==> config.mk <==
export PLATFORM = sky130hd
export DESIGN_NAME = unique_key_value_table
export DESIGN_NICKNAME = d
export VERILOG_FILES = /design/src/hw/rtl/ukvt_pkg.sv /design/src/hw/rtl/unique_key_value_table.sv /design/src/hw/rtl/ukvt_ctrl.sv /design/src/hw/rtl/ukvt_dp.sv
export VERILOG_INCLUDE_DIRS = /design/src /design/src/hw/rtl
export SDC_FILE = /design/constraint.sdc
export NUM_CORES = 1
export LEC_CHECK = 0
export BUFFER_PORTS_ARGS = -buffer_cell sky130_fd_sc_hd__clkbuf_2
export CAP_MARGIN = 10
export CORE_MARGIN = 2
export CORE_UTILIZATION = 45
export DETAILED_ROUTE_END_ITERATION = 6
export GPL_TIMING_DRIVEN = 0
export HOLD_SLACK_MARGIN = 0.1
export PLACE_DENSITY_LB_ADDON = 0.3
export SLEW_MARGIN = 30
export SYNTH_ARGS = -nofsm -noshare
export SYNTH_HDL_FRONTEND = slang
export SYNTH_HIERARCHICAL = 1
export SYNTH_SLANG_ARGS = --single-unit
==> constraint.sdc <==
create_clock -name clk -period 12.4 [get_ports clk]
set_input_delay 1.24 -clock clk [delete_from_list [all_inputs] [get_ports clk]]
set_output_delay 1.24 -clock clk [all_outputs]
set_load 0.01 [all_outputs]
==> src/hw/rtl/assert_macros.svh <==
// Assertion macros shared by the RTL modules of the key/value table.
`ifndef ASSERT_MACROS_SVH
`define ASSERT_MACROS_SVH

// Condition must hold at every clock edge outside reset.
`define ASSERT_ALWAYS(label, clk, rst_n, cond, msg) \
	label: assert property (@(posedge clk) disable iff (!rst_n) (cond)) else $error(msg);

// Antecedent in one cycle implies consequent in the next cycle.
`define ASSERT_NEXT(label, clk, rst_n, ante, cons, msg) \
	label: assert property (@(posedge clk) disable iff (!rst_n) (ante) |=> (cons)) \
		else $error(msg);

`endif

==> src/hw/rtl/ukvt_pkg.sv <==
// Shared types and codes of the unique key/value table.
package ukvt_pkg;

	typedef enum logic [1:0] {
		KIND_INSERT = 2'd0,
		KIND_REMOVE = 2'd1,
		KIND_LOOKUP = 2'd2
	} kind_t;

	typedef enum logic [1:0] {
		STAT_OK      = 2'd0,
		STAT_MISSDUP = 2'd1,
		STAT_FULL    = 2'd2
	} stat_t;

	typedef enum logic [2:0] {
		S_CLEAR,
		S_IDLE,
		S_SCAN,
		S_DRAIN,
		S_EXEC
	} state_t;

	localparam int KEY_W   = 32;
	localparam int VALUE_W = 32;
	localparam int COUNT_W = 5;
	// Memory word: valid bit, key, value.
	localparam int WORD_W  = 1 + KEY_W + VALUE_W;

	typedef struct packed {
		logic clear;   // write a zero word at the scan index
		logic start;   // capture the item and restart the scan
		logic read;    // read the entry at the scan index
		logic commit;  // apply the operation and load the result
	} cmd_t;

	typedef struct packed {
		logic last;      // scan index is at the final entry
		logic out_free;  // result register can take a new result
	} sts_t;

endpackage

==> src/hw/rtl/unique_key_value_table.sv <==
// Unique key/value table: up to TABLE_DEPTH entries of a 32-bit key and a 32-bit value,
// kept in one single-port-read entry memory. For each request (insert, remove, lookup)
// the key is compared against one entry per cycle through the memory read port, then a
// drain state compares the last read and an execute state writes the entry and loads
// the result register. in_stall is high from the scan until the request is committed,
// so a new request is taken only once the last one is through. After reset a clearing
// pass zeroes every memory entry, with in_stall high. A finished result waits in its
// own register, so the next request is taken while the result is still held; that
// request then waits in its execute state until the held result is transferred.
module unique_key_value_table #(
	parameter int TABLE_DEPTH = 16
) (
	input  logic                           clk,
	input  logic                           arst_n,
	input  logic                           in_valid,
	output logic                           in_stall,
	input  logic [1:0]                     kind,
	input  logic signed [ukvt_pkg::KEY_W-1:0] key,
	input  logic [ukvt_pkg::VALUE_W-1:0]   value_in,
	output logic                           out_valid,
	input  logic                           out_stall,
	output logic [1:0]                     status,
	output logic [ukvt_pkg::VALUE_W-1:0]   value_out,
	output logic [ukvt_pkg::COUNT_W-1:0]   count
);
	import ukvt_pkg::*;

	cmd_t cmd;
	sts_t sts;

	ukvt_ctrl u_ctrl (
		.clk      (clk),
		.arst_n   (arst_n),
		.in_valid (in_valid),
		.in_stall (in_stall),
		.sts      (sts),
		.cmd      (cmd)
	);

	ukvt_dp #(
		.TABLE_DEPTH (TABLE_DEPTH)
	) u_dp (
		.clk       (clk),
		.arst_n    (arst_n),
		.cmd       (cmd),
		.sts       (sts),
		.kind      (kind),
		.key       (key),
		.value_in  (value_in),
		.out_valid (out_valid),
		.out_stall (out_stall),
		.status    (status),
		.value_out (value_out),
		.count     (count)
	);

endmodule

==> src/hw/rtl/ukvt_ctrl.sv <==
// Controller state machine of the unique key/value table.
`include "assert_macros.svh"

module ukvt_ctrl (
	input  logic          clk,
	input  logic          arst_n,
	input  logic          in_valid,
	output logic          in_stall,
	input  ukvt_pkg::sts_t sts,
	output ukvt_pkg::cmd_t cmd
);
	import ukvt_pkg::*;

	state_t state_q;
	state_t state_d;

	always_ff @(posedge clk or negedge arst_n) begin
		if (!arst_n) begin
			state_q <= S_CLEAR;
		end else begin
			state_q <= state_d;
		end
	end

	always_comb begin
		state_d = state_q;
		unique case (state_q)
			S_CLEAR: begin
				if (sts.last) state_d = S_IDLE;
			end
			S_IDLE: begin
				if (in_valid) state_d = S_SCAN;
			end
			S_SCAN: begin
				if (sts.last) state_d = S_DRAIN;
			end
			S_DRAIN: begin
				state_d = S_EXEC;
			end
			S_EXEC: begin
				if (sts.out_free) state_d = S_IDLE;
			end
			default: begin
				state_d = S_IDLE;
			end
		endcase
	end

	always_comb begin
		cmd        = '0;
		cmd.clear  = (state_q == S_CLEAR);
		cmd.start  = (state_q == S_IDLE) && in_valid;
		cmd.read   = (state_q == S_SCAN);
		cmd.commit = (state_q == S_EXEC) && sts.out_free;
		in_stall   = (state_q != S_IDLE);
	end

	`ASSERT_NEXT(a_start_scans, clk, arst_n, cmd.start, state_q == S_SCAN, "transfer did not start a scan")
	`ASSERT_NEXT(a_scan_drains, clk, arst_n, cmd.read && sts.last, state_q == S_DRAIN, "scan did not end in drain")
	`ASSERT_ALWAYS(a_commit_free, clk, arst_n, !cmd.commit || sts.out_free, "commit while result held")

endmodule

==> src/hw/rtl/ukvt_dp.sv <==
// Datapath of the unique key/value table: entry memory, scan, result register.
`include "assert_macros.svh"

module ukvt_dp #(
	parameter int TABLE_DEPTH = 16
) (
	input  logic                           clk,
	input  logic                           arst_n,
	input  ukvt_pkg::cmd_t                 cmd,
	output ukvt_pkg::sts_t                 sts,
	input  logic [1:0]                     kind,
	input  logic signed [ukvt_pkg::KEY_W-1:0] key,
	input  logic [ukvt_pkg::VALUE_W-1:0]   value_in,
	output logic                           out_valid,
	input  logic                           out_stall,
	output logic [1:0]                     status,
	output logic [ukvt_pkg::VALUE_W-1:0]   value_out,
	output logic [ukvt_pkg::COUNT_W-1:0]   count
);
	import ukvt_pkg::*;

	localparam int IW = $clog2(TABLE_DEPTH);
	localparam int CW = $clog2(TABLE_DEPTH + 1);

	logic [WORD_W-1:0] mem [TABLE_DEPTH];

	logic [IW-1:0]      idx_q;
	logic [1:0]         kind_q;
	logic [KEY_W-1:0]   key_q;
	logic [VALUE_W-1:0] val_q;
	logic [CW-1:0]      cnt_q;

	logic               rvalid_s1;
	logic [IW-1:0]      idx_s1;
	logic [WORD_W-1:0]  rdata_s1;

	logic               hit_q;
	logic [IW-1:0]      hit_idx_q;
	logic [VALUE_W-1:0] hit_val_q;
	logic               free_q;
	logic [IW-1:0]      free_idx_q;

	logic               out_valid_q;
	logic [1:0]         status_q;
	logic [VALUE_W-1:0] value_out_q;
	logic [COUNT_W-1:0] count_q;

	logic               wr_en;
	logic [IW-1:0]      wr_addr;
	logic [WORD_W-1:0]  wr_data;
	logic [1:0]         status_c;
	logic [VALUE_W-1:0] vout_c;
	logic [CW-1:0]      cnt_c;
	logic               cwr_en;
	logic [IW-1:0]      cwr_addr;
	logic [WORD_W-1:0]  cwr_data;

	assign sts.last     = (idx_q == IW'(TABLE_DEPTH - 1));
	assign sts.out_free = !out_valid_q || !out_stall;

	// Operation outcome from the scan flags.
	always_comb begin
		status_c = STAT_OK;
		vout_c   = '0;
		cnt_c    = cnt_q;
		cwr_en   = 1'b0;
		cwr_addr = free_idx_q;
		cwr_data = {1'b1, key_q, val_q};
		unique case (kind_q)
			KIND_INSERT: begin
				if (hit_q) begin
					status_c = STAT_MISSDUP;
				end else if (!free_q) begin
					status_c = STAT_FULL;
				end else begin
					cwr_en = 1'b1;
					cnt_c  = cnt_q + 1'b1;
				end
			end
			KIND_REMOVE: begin
				if (!hit_q) begin
					status_c = STAT_MISSDUP;
				end else begin
					cwr_en   = 1'b1;
					cwr_addr = hit_idx_q;
					cwr_data = '0;
					if (cnt_q != '0) cnt_c = cnt_q - 1'b1;
				end
			end
			KIND_LOOKUP: begin
				if (!hit_q) begin
					status_c = STAT_MISSDUP;
				end else begin
					vout_c = hit_val_q;
				end
			end
			default: begin
				status_c = STAT_OK;
			end
		endcase
	end

	always_comb begin
		wr_en   = cmd.clear || (cmd.commit && cwr_en);
		wr_addr = cmd.clear ? idx_q : cwr_addr;
		wr_data = cmd.clear ? '0 : cwr_data;
	end

	always_ff @(posedge clk) begin
		if (wr_en) mem[wr_addr] <= wr_data;
	end

	always_ff @(posedge clk) begin
		if (cmd.read) begin
			rdata_s1 <= mem[idx_q];
			idx_s1   <= idx_q;
		end
	end

	always_ff @(posedge clk) begin
		if (cmd.start) begin
			kind_q <= kind;
			key_q  <= key;
			val_q  <= value_in;
		end
		if (cmd.commit) begin
			status_q    <= status_c;
			value_out_q <= vout_c;
			count_q     <= COUNT_W'(cnt_c);
		end
	end

	always_ff @(posedge clk or negedge arst_n) begin
		if (!arst_n) begin
			idx_q       <= '0;
			cnt_q       <= '0;
			rvalid_s1   <= 1'b0;
			hit_q       <= 1'b0;
			hit_idx_q   <= '0;
			hit_val_q   <= '0;
			free_q      <= 1'b0;
			free_idx_q  <= '0;
			out_valid_q <= 1'b0;
		end else begin
			rvalid_s1 <= cmd.read;
			if (cmd.start) begin
				idx_q  <= '0;
				hit_q  <= 1'b0;
				free_q <= 1'b0;
			end else if (cmd.clear || cmd.read) begin
				idx_q <= idx_q + 1'b1;
			end
			// Compare the entry read in the previous cycle.
			if (rvalid_s1) begin
				if (rdata_s1[WORD_W-1] && !hit_q &&
				    rdata_s1[WORD_W-2 -: KEY_W] == key_q) begin
					hit_q     <= 1'b1;
					hit_idx_q <= idx_s1;
					hit_val_q <= rdata_s1[VALUE_W-1:0];
				end
				if (!rdata_s1[WORD_W-1] && !free_q) begin
					free_q     <= 1'b1;
					free_idx_q <= idx_s1;
				end
			end
			if (cmd.commit) begin
				cnt_q       <= cnt_c;
				out_valid_q <= 1'b1;
			end else if (out_valid_q && !out_stall) begin
				out_valid_q <= 1'b0;
			end
		end
	end

	assign out_valid = out_valid_q;
	assign status    = status_q;
	assign value_out = value_out_q;
	assign count     = count_q;

	`ASSERT_ALWAYS(a_cnt_bound, clk, arst_n, cnt_q <= CW'(TABLE_DEPTH), "entry count above depth")
	`ASSERT_NEXT(a_commit_out, clk, arst_n, cmd.commit, out_valid_q, "commit did not load a result")
	`ASSERT_NEXT(a_full_status, clk, arst_n, cmd.commit && kind_q == KIND_INSERT && !hit_q && !free_q, status_q == STAT_FULL && cnt_q == CW'(TABLE_DEPTH), "full insert misreported")

endmodule

After elaboration in Yosys (flattened, before gate mapping). Memory sizes are Yosys's and may differ from the RTL's. A register that Yosys moved wholly into a read port is not among the register bits. Cells that the tools add are included.

Memories: 1. Flip-flop bits (word level): 165. Word-level logic and storage cells: 95. Output and inout port bits: 41. Bits in writable memories: 1040.

Memory list: u_dp.mem (words 16, bits a word 65, read ports 1, clocked after memory_dff 1, write ports 1, RTL line ukvt_dp.sv:25) `logic [WORD_W-1:0] mem [TABLE_DEPTH];`.

Reductions and logical operators: 25. Equal/unequal tests: 13. $add $sub $neg: 3. Multiplexer cells: 36.

Operators by type and width (count): 2-to-1 mux 65 bit (3); == test 32 bit (1); 2-to-1 mux 4 bit (5); 2-to-1 mux 5 bit (4); case mux 3 bit (5 select lines) (1); 2-to-1 mux 1 bit (14); 2-to-1 mux 3 bit (4); case mux 5 bit (2 select lines) (1); logical AND 1 bit (7); == test 3 x 2 -> 1 bit, second input constant (2); != test 2 bit, second input constant (3); AND reduction 2 bit (3); adder 5 x 1 -> 5 bit, second input constant (1); logical NOT 1 bit (5); nonzero test 5 bit (1); subtractor 5 x 1 -> 5 bit, second input constant (1); adder 4 x 1 -> 4 bit, second input constant (1); == test 4 bit, second input constant (1); 2-to-1 mux 2 bit (2); case mux 2 bit (2 select lines) (1); AND reduction 4 bit (1); nonzero test 2 bit (2); == test 3 x 1 -> 1 bit, second input constant (1); == test 3 bit, second input constant (1); 9 further kinds (11).

Logic depth before layout (Yosys ltp).
Depth after elaboration: 7. Gate-level depth with buffers: 8. Depth with buffers taken out: 7.

Hierarchy. Netlist, hierarchy kept.

Modules (own cells, without submodules): ukvt_dp (cells each 1999, seq. area each 37781.2 µm², area an instance 47719.5 µm², instances 1); ukvt_ctrl (cells each 18, seq. area each 75.1 µm², area an instance 178.9 µm², instances 1).

Worst setup path after synthesis. OpenSTA, ideal clock, no wires.

Kind: input-to-reg. Start point: in out_stall. End point: mem u_dp/mem[14][0] (netlist name), enable pin. Stages: 6. Path slack: 2.950 ns. Arrival: 8.962 ns. Path buffers: 1. Required time: 11.912 ns. Library setup time: 0.488 ns. Cell sequence: nand2_1 -> nor4b_1 -> clkbuf_1 -> a21o_1 -> nand3_1 -> nor2_1.

RTL lines: start, declared (RTL line unique_key_value_table.sv:21) `input logic out_stall,`; end, declared (RTL line ukvt_dp.sv:25).

Worst setup path after layout.
Start point: reg u_dp.idx_q[1]. End point: mem u_dp/mem[6][48] (netlist name), enable pin.

Word-level cells in the longest chain between the ends: 1.

Ends and longest elaborated chain: start, declared (RTL line ukvt_dp.sv:27) `logic [IW-1:0] idx_q;`; start signal, assigned (RTL line ukvt_dp.sv:151) `idx_q <= idx_q + 1'b1;`; 2-to-1 mux 4 bit (RTL line ukvt_dp.sv:105) `wr_addr = cmd.clear ? idx_q : cwr_addr;`.

No other way between the ends.

==> results by stage <==
Run status:
- The run finished, with violations left.
- The final reports fail on design-rule violations.

Synthesis:
- After synthesis the cells add up to 47900 µm².
- Counting every instance in the synthesized netlist gives 2017.
- In the synthesized netlist the async set-or-reset flop fraction comes to 4.41%.
- After synthesis, the netlist uses 48 different library cells.
- Summing the sequential cell areas from Yosys gives 79.0% of the chip area.
- The synthesized flop and latch total is 1270.
- The synthesized area per cell is 23.7 µm².
- The primary flip-flop cell chosen by synthesis mapping is sky130_fd_sc_hd__edfxtp_1.
- When the netlist entered floorplanning its net count stood at 2093.
- The Yosys step of the flow raised 6 warnings.
- Counting flops with a built-in enable in the synthesized netlist gives 1214.

Die:
- From bottom edge to top edge, the die measures 330 µm.
- The floorplan die width is 330 µm.
- The initial core utilization is 45.4%.
- Row generation in the floorplan step produced 119 rows.
- The core box area is 105000 µm².
- The I/O pin count is 111.
- The floorplan step defined a die boundary enclosing 109000 µm².

Clock tree:
- The clock latency on the worst-skew pair is 740 ps.
- Counting the buffers created by CTS gives 132.
- The number of hold-repair buffers added at the cts stage is 0.
- The post-cts gate resize count is 0.
- TritonCTS built the clock tree.
- The CTS clock-pin slew for the worst setup and hold paths is 60 ps.
- The maximum clock insertion buffer count is 3.
- The number of H-tree branching levels is 4.
- The number of post-CTS setup repair buffers is 0.
- For this design, the sink count on the clock tree is 1270.
- The root buffer cell is sky130_fd_sc_hd__clkbuf_16.

Finish:
- The final net count is 2448.
- The number of antenna diodes in the final layout is 0.
- The number of fill cells in the layout is 7825.
- The growth of design area from synthesis to finish is 19.0%.
- The fraction of final layout cells with drive strength greater than 1 is 33.8%.

Detailed routing:
- After detailed routing, the number of remaining DRC violations is 15.
- Once detail routing completed, the nets flagged for antenna violations numbered 0.
- Across all layers, the routed design uses 22.5k vias.
- After detailed routing, the number of vias per cell comes to 5.82.
- In this run, the number of DRC markers left after iteration 0 of detailed routing was 2793.
- The wire length reported by the detailed router is 113 mm.
- The first-pass iteration count of the detailed router is 7.
- Dividing the detail-routed wire length by the instance count gives 29.3 µm.

STA:
- The least setup slack across all paths after layout is 7890 ps.
- The part of the cycle the worst path needs is 36.4%.
- The setup total negative slack is 0 ps.
- The transition at the pin with the smallest max-transition slack is 992 ps.
- The count of final max-slew check failures is 0.
- The worst pin sits at a relative slew slack of 33.3%.
- Timing would allow up to 222 MHz.
- The final critical path time including I/O delays and setup is 4510 ps.
- The clock arrives with 20.4 ps of skew.
- The final hold violation count was 0.
- Setup violations remaining at the end of the flow were counted as 0.
- Setup repair after global routing left no endpoint under its margin.

Critical path:
- The kind of start point of the critical path is a flip-flop.
- The most prevalent standard cell on the critical path is sky130_fd_sc_hd__buf_16.
- The worst setup path is captured at a flip-flop.
- Traced cell by cell, the critical path runs through clkbuf_1 > buf_2 > buf_1 > nand2_1 > o21ai_0 > nand2_1 > nor2_4 > buf_16 > buf_16 > buf_16 > buf_16.
- The setup path with the least slack is of type flip-flop to flip-flop.
- The standard cell with the maximum stage delay on the critical path is sky130_fd_sc_hd__clkbuf_1.
- The data required time of the worst path is 12830 ps.
- The worst path buffer plus inverter count is 7.
- The largest incremental delay on the critical path is 650 ps.
- The critical-path maximum fanout is 14.
- The cell family contributing the most delay on the critical path is buffers and inverters.
- Data on the critical path arrives at its endpoint at 4940 ps.

Power:
- For this design the static power due to leakage is 18.9 nW.
- After layout, the design draws a total of 15.2 mW.
- The power per standard cell area is 266 nW/µm².
- The maximum resistive drop on vdd is 0.158 mV.

Global route:
- The number of antenna violations at the first check in global routing is 4.
- After global routing the overflow that remains totals 0.
- The overall routing resource usage is 21.2%.
- The number of global-route vias before repair is 23.6k.
- Entering global routing, the biggest net connects 37 pins.
- The first-pass GRT wire length is 164 mm.

Placed design:
- The weighted congestion at the end of routability-driven global placement is 0.767.
- Timing analysis after detailed placement gives a worst setup slack of 7630 ps.
- The number of buffers added on ports is 110.
- The detailed-placement wirelength estimate is 73.7 mm.

Job:
- Max-cap violations in this run came to 0.

Hold path:
- The path type of the worst min-delay path is flip-flop to flip-flop.
==> per-layer routing <==
| layer | track usage (%) | vias to the layer above | wire [µm] |
|---|---|---|---|
| met1 | 28.6 | 12048 | 44900 |
| li1 | - | 9258 | - |
| met3 | 3.86 | 192 | 8250 |
| met4 | 6.27 | 0 | 2760 |
| met5 | 0 | - | 0 |
| met2 | 35.6 | 1010 | 57500 |
==> cell usage after synthesis, drive strengths merged (2+ instances only) <==
cell type / number / share of area (%)
and3: 33 / 0.43
nor2: 25 / 0.20
o21ai: 11 / 0.11
inv: 8 / 0.063
a221o: 2 / 0.042
nor3: 3 / 0.031
edfxtp: 1214 / 76
ha: 6 / 0.16
nand3b: 3 / 0.047
xor2: 30 / 0.55
nor4b: 3 / 0.055
xnor2: 7 / 0.13
and2: 64 / 0.84
dfrtp: 56 / 2.9
o21a: 4 / 0.063
a31o: 2 / 0.037
mux4: 325 / 15
buf: 36 / 0.38
nand2: 16 / 0.13
nand4: 3 / 0.039
nand2b: 3 / 0.039
nor4: 7 / 0.12
a21o: 3 / 0.047
a31oi: 4 / 0.052
or3: 2 / 0.026
nor2b: 4 / 0.052
mux2i: 4 / 0.084
clkbuf: 65 / 0.51
o31a: 2 / 0.037
nand3: 7 / 0.073
a21oi: 9 / 0.094
mux2: 45 / 1.1
==> final cells by class <==
type | count | area (µm²) | area share, %
Sequential cell | 1270 | 37900 | 66.4
Multi-Input combinational cell | 638 | 9740 | 17.1
Clock buffer | 170 | 3610 | 6.34
Timing Repair Buffer | 221 | 3040 | 5.34
Tap cell | 1391 | 1740 | 3.05
Clock inverter | 69 | 515 | 0.904
Buffer | 101 | 454 | 0.797
Inverter | 8 | 30.0 | 0.0527
==> per-stage QoR <==
stage	instance area, µm²	std cells	utilization, %	hold WS [ps]
2_1_floorplan	47900	2017	-	423
3_3_place_gp	50200	3518	47.6	427
3_5_place_dp	52900	3629	50.1	441
4_1_cts	57000	3868	54.1	455
5_1_grt	57000	3868	54.1	472
6_report	57000	3868	54.1	466
==> where the power goes <==
part	internal [mW]	switching [mW]	total (mW)
Clock	2.17	1.60	3.77
Sequential	6.34	0.261	6.60
Combinational	2.08	2.72	4.80
==> final timing paths <==
kind / end / cells after the start / slack (ps) / start
min in group asynchronous: u_dp/hit_val_q[2]$_DFFE_PN0P_ / 1 / 540 / arst_n
max in group asynchronous: u_dp/hit_val_q[21]$_DFFE_PN0P_ / 2 / 11260 / arst_n
worst max register to register: u_dp/mem[6][48]$_DFFE_PP_ / 11 / 7890 / u_dp/idx_q[1]$_DFFE_PN0P_
worst min register to register: u_dp/idx_s1[3]$_DFFE_PP_ / 0 / 470 / u_dp/idx_q[3]$_DFFE_PN0P_
worst min-delay path: u_dp/idx_s1[3]$_DFFE_PP_ / 0 / 470 / u_dp/idx_q[3]$_DFFE_PN0P_
worst max-delay path: u_dp/mem[6][48]$_DFFE_PP_ / 11 / 7890 / u_dp/idx_q[1]$_DFFE_PN0P_
==> layout by cell type (no fill, tap or decap), drive strengths merged, types with 4 or more instances in the layout <==
master     n
edfxtp  1214
clkbuf   345
mux4     325
buf      147
and2      64
dfrtp     56
clkinv    52
mux2      45
and3      33
xor2      30
nor2      25
inv       17
nand2     16
o21ai     11
a21oi      9
xnor2      7
nand3      7
nor4       7
ha         6
bufinv     5
a31oi      4
nor2b      4
mux2i      4
o21a       4
==> logic make-up (layout without fill, tap and decap cells) <==
logic type | count (synthesis) | in the layout | synth area share (%)
AOI/OAI and AO/OA | 42 | 42 | 0.572
xor gates and xnor gates | 37 | 37 | 0.677
adders and majority gates | 6 | 6 | 0.157
DFF | 1270 | 1270 | 79.0
muxes | 374 | 374 | 16.4
and+or+nand+nor | 179 | 179 | 2.19
buffers and inverters | 109 | 569 | 0.951
==> state kept, by name (all words and copies together), names as in the netlist <==
name,flops
u_ctrl/state_q,3
u_dp/free_idx_q,4
u_dp/rdata_s1,65
u_dp/idx_s1,4
u_dp/idx_q,4
u_dp/mem,1040
u_dp/kind_q,2
u_dp/hit_q,1
u_dp/val_q,32
u_dp/key_q,32
u_dp/status,2
u_dp/hit_val_q,32
u_dp/free_q,1
u_dp/rvalid_s1,1
u_dp/cnt_q,5
u_dp/value_out,32
u_dp/hit_idx_q,4
u_dp/count,5
u_dp/out_valid,1
No activity file was read; power rests on OpenSTA's default activity.
